[src/rtl/rar_pkg.sv]
// Package: shared types and constants for the rational arithmetic reducer.
`timescale 1ns / 1ps
package rar_pkg;
  localparam int OPERAND_WIDTH_DEF = 16;
  localparam int RAW_W = 64;
  localparam int CNT_W = 6;
  localparam int NUM_OUT_W = 33;
  localparam int DEN_OUT_W = 32;

  typedef enum logic [1:0] {
    OP_ADD = 2'd0,
    OP_SUB = 2'd1,
    OP_MUL = 2'd2,
    OP_DIV = 2'd3
  } opcode_t;

  typedef struct packed {
    logic [RAW_W-1:0] num;
    logic [RAW_W-1:0] den;
    logic             do_red;
  } job_t;
endpackage

[src/rtl/rar_front.sv]
// Front end: accepts transactions, cross multiplies and classifies them.
`timescale 1ns / 1ps
module rar_front #(
  parameter int OPERAND_WIDTH = rar_pkg::OPERAND_WIDTH_DEF
) (
  input  logic                            clk,
  input  logic                            rst_n,
  input  logic                            push,
  output logic                            full,
  input  logic [1:0]                      in_opcode,
  input  logic signed [OPERAND_WIDTH-1:0] in_a_num,
  input  logic signed [OPERAND_WIDTH-1:0] in_a_den,
  input  logic signed [OPERAND_WIDTH-1:0] in_b_num,
  input  logic signed [OPERAND_WIDTH-1:0] in_b_den,
  input  logic                            q_full,
  output logic                            q_push,
  output rar_pkg::job_t                   q_data
);
  localparam int PW = 2 * OPERAND_WIDTH;

  logic signed [PW-1:0] p0_r, p1_r, pd_r, p0_nxt, p1_nxt, pd_nxt;
  logic [1:0] op_r;
  logic       vld_r;
  logic       take;
  logic signed [OPERAND_WIDTH-1:0] m0b, mdb;
  logic [rar_pkg::RAW_W-1:0] e0, e1, num, den;

  assign q_push = vld_r && !q_full;
  assign full   = vld_r && q_full;
  assign take   = push && !full;

  // divide swaps b's parts; multiply pairs numerators
  always_comb begin
    m0b = in_b_den;
    mdb = in_b_den;
    case (rar_pkg::opcode_t'(in_opcode))
      rar_pkg::OP_MUL: m0b = in_b_num;
      rar_pkg::OP_DIV: mdb = in_b_num;
      default: ;
    endcase
    p0_nxt = in_a_num * m0b;
    p1_nxt = in_b_num * in_a_den;
    pd_nxt = in_a_den * mdb;
  end

  always_ff @(posedge clk) begin
    if (!rst_n) begin
      vld_r <= 1'b0;
    end else if (take) begin
      vld_r <= 1'b1;
    end else if (q_push) begin
      vld_r <= 1'b0;
    end
    if (take) begin
      p0_r <= p0_nxt;
      p1_r <= p1_nxt;
      pd_r <= pd_nxt;
      op_r <= in_opcode;
    end
  end

  always_comb begin
    e0  = rar_pkg::RAW_W'(p0_r);
    e1  = rar_pkg::RAW_W'(p1_r);
    den = rar_pkg::RAW_W'(pd_r);
    case (rar_pkg::opcode_t'(op_r))
      rar_pkg::OP_ADD: num = e0 + e1;
      rar_pkg::OP_SUB: num = e0 - e1;
      default:         num = e0;
    endcase
    q_data.num    = num;
    q_data.den    = den;
    q_data.do_red = !den[rar_pkg::RAW_W-1] && (den[rar_pkg::RAW_W-1:1] != '0);
  end
endmodule

[src/rtl/rar_queue.sv]
// Two-entry queue between front end and back end.
`timescale 1ns / 1ps
module rar_queue (
  input  logic          clk,
  input  logic          rst_n,
  input  logic          wr,
  input  rar_pkg::job_t wdata,
  output logic          full,
  input  logic          rd,
  output logic          empty,
  output rar_pkg::job_t rdata
);
  rar_pkg::job_t mem [2];
  logic       wp_r, rp_r;
  logic [1:0] cnt_r;

  assign full  = cnt_r[1];
  assign empty = (cnt_r == 2'd0);
  assign rdata = mem[rp_r];

  always_ff @(posedge clk) begin
    if (!rst_n) begin
      wp_r  <= 1'b0;
      rp_r  <= 1'b0;
      cnt_r <= 2'd0;
    end else begin
      if (wr) wp_r <= ~wp_r;
      if (rd) rp_r <= ~rp_r;
      cnt_r <= cnt_r + {1'b0, wr} - {1'b0, rd};
    end
    if (wr) mem[wp_r] <= wdata;
  end
endmodule

[src/rtl/rar_back.sv]
// Back end: binary gcd, then two restoring divisions when the factor exceeds one, into an output register.
`timescale 1ns / 1ps
module rar_back (
  input  logic                               clk,
  input  logic                               rst_n,
  input  logic                               q_empty,
  input  rar_pkg::job_t                      q_data,
  output logic                               q_pop,
  output logic                               empty,
  input  logic                               pop,
  output logic signed [rar_pkg::NUM_OUT_W-1:0] out_res_num,
  output logic signed [rar_pkg::DEN_OUT_W-1:0] out_res_den,
  output logic                               out_was_reduced
);
  localparam int W = rar_pkg::RAW_W;

  typedef enum logic [3:0] {
    ST_IDLE = 4'b0001,
    ST_GCD  = 4'b0010,
    ST_DIV  = 4'b0100,
    ST_DONE = 4'b1000
  } state_t;

  state_t st_r, st_nxt;
  logic [W-1:0] num_r, den_r, u_r, v_r, g_r, ra_r, rb_r;
  logic         neg_r, red_r;
  logic [rar_pkg::CNT_W-1:0] k_r, cnt_r;
  logic         out_vld_r;
  logic [W-1:0] mag, diff_uv, diff_vu, sa, sb, gsh;
  logic         load_out;

  assign mag     = q_data.num[W-1] ? (W'(0) - q_data.num) : q_data.num;
  assign diff_uv = u_r - v_r;
  assign diff_vu = v_r - u_r;
  assign gsh     = v_r << k_r;
  assign sa      = {ra_r[W-2:0], num_r[W-1]};
  assign sb      = {rb_r[W-2:0], den_r[W-1]};

  assign q_pop    = (st_r == ST_IDLE) && !q_empty;
  assign load_out = (st_r == ST_DONE) && (!out_vld_r || pop);
  assign empty    = !out_vld_r;

  always_comb begin
    st_nxt = st_r;
    case (st_r)
      ST_IDLE: if (!q_empty) st_nxt = q_data.do_red ? ST_GCD : ST_DONE;
      ST_GCD:  if (u_r == '0) st_nxt = (gsh == W'(1)) ? ST_DONE : ST_DIV;
      ST_DIV:  if (cnt_r == '1) st_nxt = ST_DONE;
      ST_DONE: if (load_out) st_nxt = ST_IDLE;
      default: st_nxt = ST_IDLE;
    endcase
  end

  always_ff @(posedge clk) begin
    if (!rst_n) begin
      st_r      <= ST_IDLE;
      out_vld_r <= 1'b0;
    end else begin
      st_r <= st_nxt;
      if (load_out) out_vld_r <= 1'b1;
      else if (pop) out_vld_r <= 1'b0;
    end
    case (st_r)
      ST_IDLE: begin
        num_r <= q_data.num;
        den_r <= q_data.den;
        neg_r <= q_data.num[W-1];
        red_r <= 1'b0;
        u_r   <= mag;
        v_r   <= q_data.den;
        k_r   <= '0;
      end
      ST_GCD: begin
        if (u_r == '0) begin
          // prepare divisions: mag / g and den / g, one quotient bit a cycle;
          // with g of one the raw numerator is kept as it is
          g_r   <= gsh;
          if (gsh != W'(1)) num_r <= neg_r ? (W'(0) - num_r) : num_r;
          ra_r  <= '0;
          rb_r  <= '0;
          cnt_r <= '0;
        end else if (!u_r[0] && !v_r[0]) begin
          u_r <= u_r >> 1;
          v_r <= v_r >> 1;
          k_r <= k_r + 1'b1;
        end else if (!u_r[0]) begin
          u_r <= u_r >> 1;
        end else if (!v_r[0]) begin
          v_r <= v_r >> 1;
        end else if (u_r >= v_r) begin
          u_r <= diff_uv >> 1;
        end else begin
          v_r <= diff_vu >> 1;
        end
      end
      ST_DIV: begin
        cnt_r <= cnt_r + 1'b1;
        if (sa >= g_r) begin
          ra_r  <= sa - g_r;
          num_r <= {num_r[W-2:0], 1'b1};
        end else begin
          ra_r  <= sa;
          num_r <= {num_r[W-2:0], 1'b0};
        end
        if (sb >= g_r) begin
          rb_r  <= sb - g_r;
          den_r <= {den_r[W-2:0], 1'b1};
        end else begin
          rb_r  <= sb;
          den_r <= {den_r[W-2:0], 1'b0};
        end
        if (cnt_r == '1) begin
          red_r <= 1'b1;
        end
      end
      ST_DONE: begin
        if (load_out) begin
          out_res_num     <= red_r ? rar_pkg::NUM_OUT_W'(neg_r ? (W'(0) - num_r) : num_r)
                                   : rar_pkg::NUM_OUT_W'(num_r);
          out_res_den     <= rar_pkg::DEN_OUT_W'(den_r);
          out_was_reduced <= red_r;
        end
      end
      default: ;
    endcase
  end
endmodule

[src/rtl/rational_arith_reduce.sv]
// Top level of the rational arithmetic reducer.
// Each transaction carries an opcode (add, subtract, multiply, divide) and two
// signed fractions; the block cross multiplies into a raw numerator and
// denominator (formed modulo 2^64), and when the raw denominator is at least 2
// divides both by gcd(|num|, den), flagging was_reduced if the factor exceeded
// one. Signs are never normalized. A front end registers the three products
// and forms the sum or difference into a two-entry queue; the back end takes
// one job at a time. A job that needs reduction runs the binary gcd loop (one
// shift or subtract-and-shift per cycle) and, if the factor exceeds one, the
// two restoring dividers that run side by side; the gcd loop and the dividers
// set the rate. Results wait in an output register while the next transactions
// keep entering the front end until the queue and the front end register fill.
`timescale 1ns / 1ps
module rational_arith_reduce #(
  parameter int OPERAND_WIDTH = rar_pkg::OPERAND_WIDTH_DEF
) (
  input  logic                               clk,
  input  logic                               rst_n,
  input  logic                               push,
  output logic                               full,
  input  logic [1:0]                         in_opcode,
  input  logic signed [OPERAND_WIDTH-1:0]    in_a_num,
  input  logic signed [OPERAND_WIDTH-1:0]    in_a_den,
  input  logic signed [OPERAND_WIDTH-1:0]    in_b_num,
  input  logic signed [OPERAND_WIDTH-1:0]    in_b_den,
  output logic                               empty,
  input  logic                               pop,
  output logic signed [rar_pkg::NUM_OUT_W-1:0] out_res_num,
  output logic signed [rar_pkg::DEN_OUT_W-1:0] out_res_den,
  output logic                               out_was_reduced
);
  rar_pkg::job_t wjob, rjob;
  logic q_wr, q_full, q_rd, q_empty;

  rar_front #(.OPERAND_WIDTH(OPERAND_WIDTH)) u_front (
    .clk, .rst_n, .push, .full,
    .in_opcode, .in_a_num, .in_a_den, .in_b_num, .in_b_den,
    .q_full(q_full), .q_push(q_wr), .q_data(wjob)
  );

  rar_queue u_queue (
    .clk, .rst_n, .wr(q_wr), .wdata(wjob), .full(q_full),
    .rd(q_rd), .empty(q_empty), .rdata(rjob)
  );

  rar_back u_back (
    .clk, .rst_n, .q_empty(q_empty), .q_data(rjob), .q_pop(q_rd),
    .empty, .pop, .out_res_num, .out_res_den, .out_was_reduced
  );
endmodule

[config.mk]
export PLATFORM = sky130hd
export DESIGN_NAME = rational_arith_reduce
export DESIGN_NICKNAME = d
export VERILOG_FILES = /design/src/rtl/rar_pkg.sv /design/src/rtl/rar_front.sv /design/src/rtl/rar_queue.sv /design/src/rtl/rar_back.sv /design/src/rtl/rational_arith_reduce.sv
export SDC_FILE = /design/constraint.sdc
export NUM_CORES = 2
export LEC_CHECK = 0
export BUFFER_PORTS_ARGS = -buffer_cell sky130_fd_sc_hd__buf_4
export CAP_MARGIN = 20
export CORE_MARGIN = 8
export CORE_UTILIZATION = 55
export CTS_CLUSTER_DIAMETER = 200
export CTS_CLUSTER_SIZE = 30
export DETAILED_ROUTE_END_ITERATION = 8
export HOLD_SLACK_MARGIN = 0.12
export MAX_ROUTING_LAYER = met4
export PLACE_DENSITY_LB_ADDON = 0.25
export RECOVER_POWER = 50
export SKIP_LAST_GASP = 1
export SYNTH_ARGS = -nofsm -noshare
export SYNTH_HDL_FRONTEND = slang
export SYNTH_SLANG_ARGS = --single-unit
[constraint.sdc]
create_clock -name clk -period 10.5 [get_ports clk]
set_input_delay 0.525 -clock clk [delete_from_list [all_inputs] [get_ports clk]]
set_output_delay 0.525 -clock clk [all_outputs]
set_load 0.03 [all_outputs]
==> results.ini <==
[global_route]
grt_pass1_wl_mm = 356
grt_pass1_vias = 63800
antenna_found_initial = 3
grt_overflow = 0
grt_max_degree = 174
grtUsageTotal = 0.280

[layout]
area_growth_syn_to_layout_pct = 3.62
stdcell_count = 10500
nNetsFinal = 9835
layout-drive-gt1-share = 0.0401

[setup_path]
worstSetupPathType = in -> reg
r2r_cells = 6
reg2reg_setup_slack_ns = 2.31
worst_path_largest_cell_delay_ns = 0.77
crit_fanout = 16
worst_path_most_repeated_cell = fa_1
r2r-end = u_back.den_r[9]
endpoint_kind = register
r2r_start = u_back.st_r[0]
worstPathArrival_ns = 9.35
cp_slowest_cell = clkbuf_1
worstSetupStartpointType = primary input
critPathRequiredTime_ns = 10.93

[timing]
period_minus_slack_ns = 8.92
rsz0062_at_grt = false
finClkSkew_ns = 0.0614
finalSetupViolCount = 0
tightest_slew_ns = 6.43
max_freq_mhz = 112
timing.setup.tns_ns = 0
timing.slew.headroom = -3.29
drv_slew = 1073
finalHoldViolCount = 0
min_period_over_period = 0.849

[clock_tree]
hold_buffers = 5
cts_sinks = 767
cts_buffers = 29
htree_levels = 1
cts_tree = done
cts_setup_buffers = 0
cts_buffer_depth = 3
root_buffer = clkbuf_16
clk_latency_ns = 0.70
clk_pin_slew_ns = 0.11
cts_resized = 0

[detailed_routing]
firstDrtPassIters = 6
routedWlPerCell_um = 21.7
post-route-drc-count = 0
ant_nets = 0
vias = 62600
via_per_inst = 5.98
drtIter0Drc = 4688
totalWireLength_mm = 227

[die]
die_y_um = 404
start_util = 0.553
row_count = 142
coreArea_mm2 = 0.150
fp.dieW_um = 404
die_area_mm2 = 0.163
io_pins = 138

[synth]
synth_flop_cell = edfxtp_1
syn-num-nets = 10000
async_flop_share = 0
netlist_area_mm2 = 0.0828
ys_ff_latch = 767
yosysUniqueCellTypes = 100
synth_warnings = 0
synth_edf_count = 756
netlist_instances = 8609
ys_seq_area_frac = 0.277
syn_area_per_cell_um2 = 9.62

[min_path]
holdPathEnd = u_back.out_vld_r
hold_depth = 3
min_path_type = in -> reg
min-delay-start = pop

[run]
cap_violations = 19

[status]
run_status = finished, violations left
violations = capacitance limit, slew limit

[placement]
place.port_buffers = 137
dp_hpwl_mm = 179
globalplace.congestion = 1.01
dp.cells = 10400

[through the flow]
stage,util,hold WS (ns),setup WS (ns),cell area [µm²]
floorplan,-,0.421,2.42,82800
global placement,0.570,0.424,2.19,85300
detailed placement,0.570,0.438,2.13,85300
CTS,0.576,0.127,2.33,86200
global route,0.573,0.155,1.09,85800
finish,0.573,0.172,1.58,85800
[state kept, by name (all words and copies together), names as in the netlist, 32 cells and up, named ones only]
register	flops
u_back.den_r	64
u_queue.mem	132
u_back.num_r	64
u_back.u_r	64
u_back.g_r	64
u_back.out_res_num	33
u_back.ra_r	63
u_front.pd_r	32
u_back.v_r	64
u_back.out_res_den	32
u_back.rb_r	63
u_front.p1_r	32
u_front.p0_r	32
[kinds of logic (layout without fill, tap and decap cells)]
group | count (synthesis) | after routing | synth area share
compound gates | 1747 | 1747 | 0.133
xor+xnor | 528 | 528 | 0.0558
fa+ha+maj | 1332 | 1332 | 0.273
buf+inv | 1606 | 1442 | 0.0740
flops | 767 | 767 | 0.277
mux | 367 | 367 | 0.0552
other cells | 1 | 4 | 0.0000453
simple gates | 2261 | 2261 | 0.132
[area by class of cell]
class | count | area [µm²]
timing repair buffer | 214 | 1320
tap | 2016 | 2520
clock buffer | 41 | 792
fill | 13300 | 63900
antenna | 3 | 7.51
clock inverter | 2 | 20.0
multi-input combinational | 6236 | 53800
inverter | 1185 | 4450
sequential | 767 | 22900
[critical path, delay by kind of cell]
kind,cells,cell delay (ns)
and+or+nand+nor,4,0.69
muxes,1,0.65
xor gates and xnor gates,1,0.09
AOI/OAI and AO/OA,9,2.28
adders and majority gates,7,3.34
buffers and inverters,8,1.76
[placed cells by master (no fill, tap or decap), drive strengths merged, types with 12 or more instances in the layout]
| cell type | count |
|---|---|
| inv | 1185 |
| fa | 791 |
| nand2 | 765 |
| edfxtp | 756 |
| ha | 541 |
| a21oi | 532 |
| nor2 | 496 |
| o21ai | 378 |
| xnor2 | 336 |
| a21o | 248 |
| and2 | 235 |
| mux2i | 233 |
| nor2b | 204 |
| xor2 | 192 |
| clkbuf | 134 |
| buf | 115 |
| nor3 | 109 |
| nand3 | 95 |
| nand2b | 79 |
| o21a | 79 |
| a211oi | 75 |
| mux2 | 69 |
| mux4 | 65 |
| o21bai | 64 |
| nand4 | 59 |
| nor4 | 58 |
| o221ai | 50 |
| a31oi | 50 |
| and3 | 46 |
| o31ai | 43 |
| or3 | 35 |
| o22ai | 32 |
| a221oi | 27 |
| o211ai | 26 |
| or2 | 26 |
| a21boi | 15 |
| nand3b | 14 |
| o41ai | 12 |
[cell usage after synthesis (11+ instances only)]
cell	count	area [µm²]
mux2i_1	233	2330
buf_2	43	215
nor4_1	56	350
a221oi_1	27	236
mux2_2	69	777
o221ai_1	50	438
nand3_1	95	475
o31ai_1	42	315
fa_1	791	15800
nand2b_1	79	494
or3_1	33	206
a21o_1	248	1860
dfxtp_1	11	220
o211ai_1	26	195
a22oi_1	11	82.6
a21boi_0	15	113
nor2_1	492	1850
nand4_1	59	369
nor3_1	107	536
o21bai_1	64	480
a21oi_1	532	2660
inv_1	1183	4440
a211oi_1	75	563
o22ai_1	32	200
nand2_1	762	2860
xor2_1	192	1680
o21ai_0	368	1840
o21a_1	79	593
o41ai_1	12	105
clkbuf_1	348	1310
ha_1	541	6770
and3_1	46	288
mux4_2	65	1460
edfxtp_1	756	22700
nand3b_1	14	105
nor2b_1	204	1280
a31oi_1	49	307
xnor2_1	336	2940
and2_1	235	1470
or2_2	21	131
buf_1	20	75.1
[how the worst max path moves through the flow]
stage | from | endpoint | slack (ns) | cells after the start
floorplan | in_opcode[1] | u_front.p0_r[31] | 2.42 | 30
global placement | in_opcode[0] | u_front.p0_r[31] | 2.19 | 28
detailed placement | in_opcode[0] | u_front.p0_r[31] | 2.13 | 28
CTS | in_opcode[0] | u_front.p0_r[31] | 2.33 | 29
global route | in_opcode[1] | u_front.p0_r[31] | 1.09 | 28
finish | in_opcode[1] | u_front.p0_r[31] | 1.58 | 30
[layer usage]
metal,part of all wire,wire [µm],vias to the layer above,GRT usage
met5,0,0,-,-
met4,0.050,11300,0,0.114
met3,0.056,12700,498,0.0278
met2,0.49,112000,2130,0.476
met1,0.40,91400,31200,0.345
li1,-,-,28800,-
Power is not shown: default switching activity piles up to over one toggle a cycle in this logic, so the estimate is an artifact.
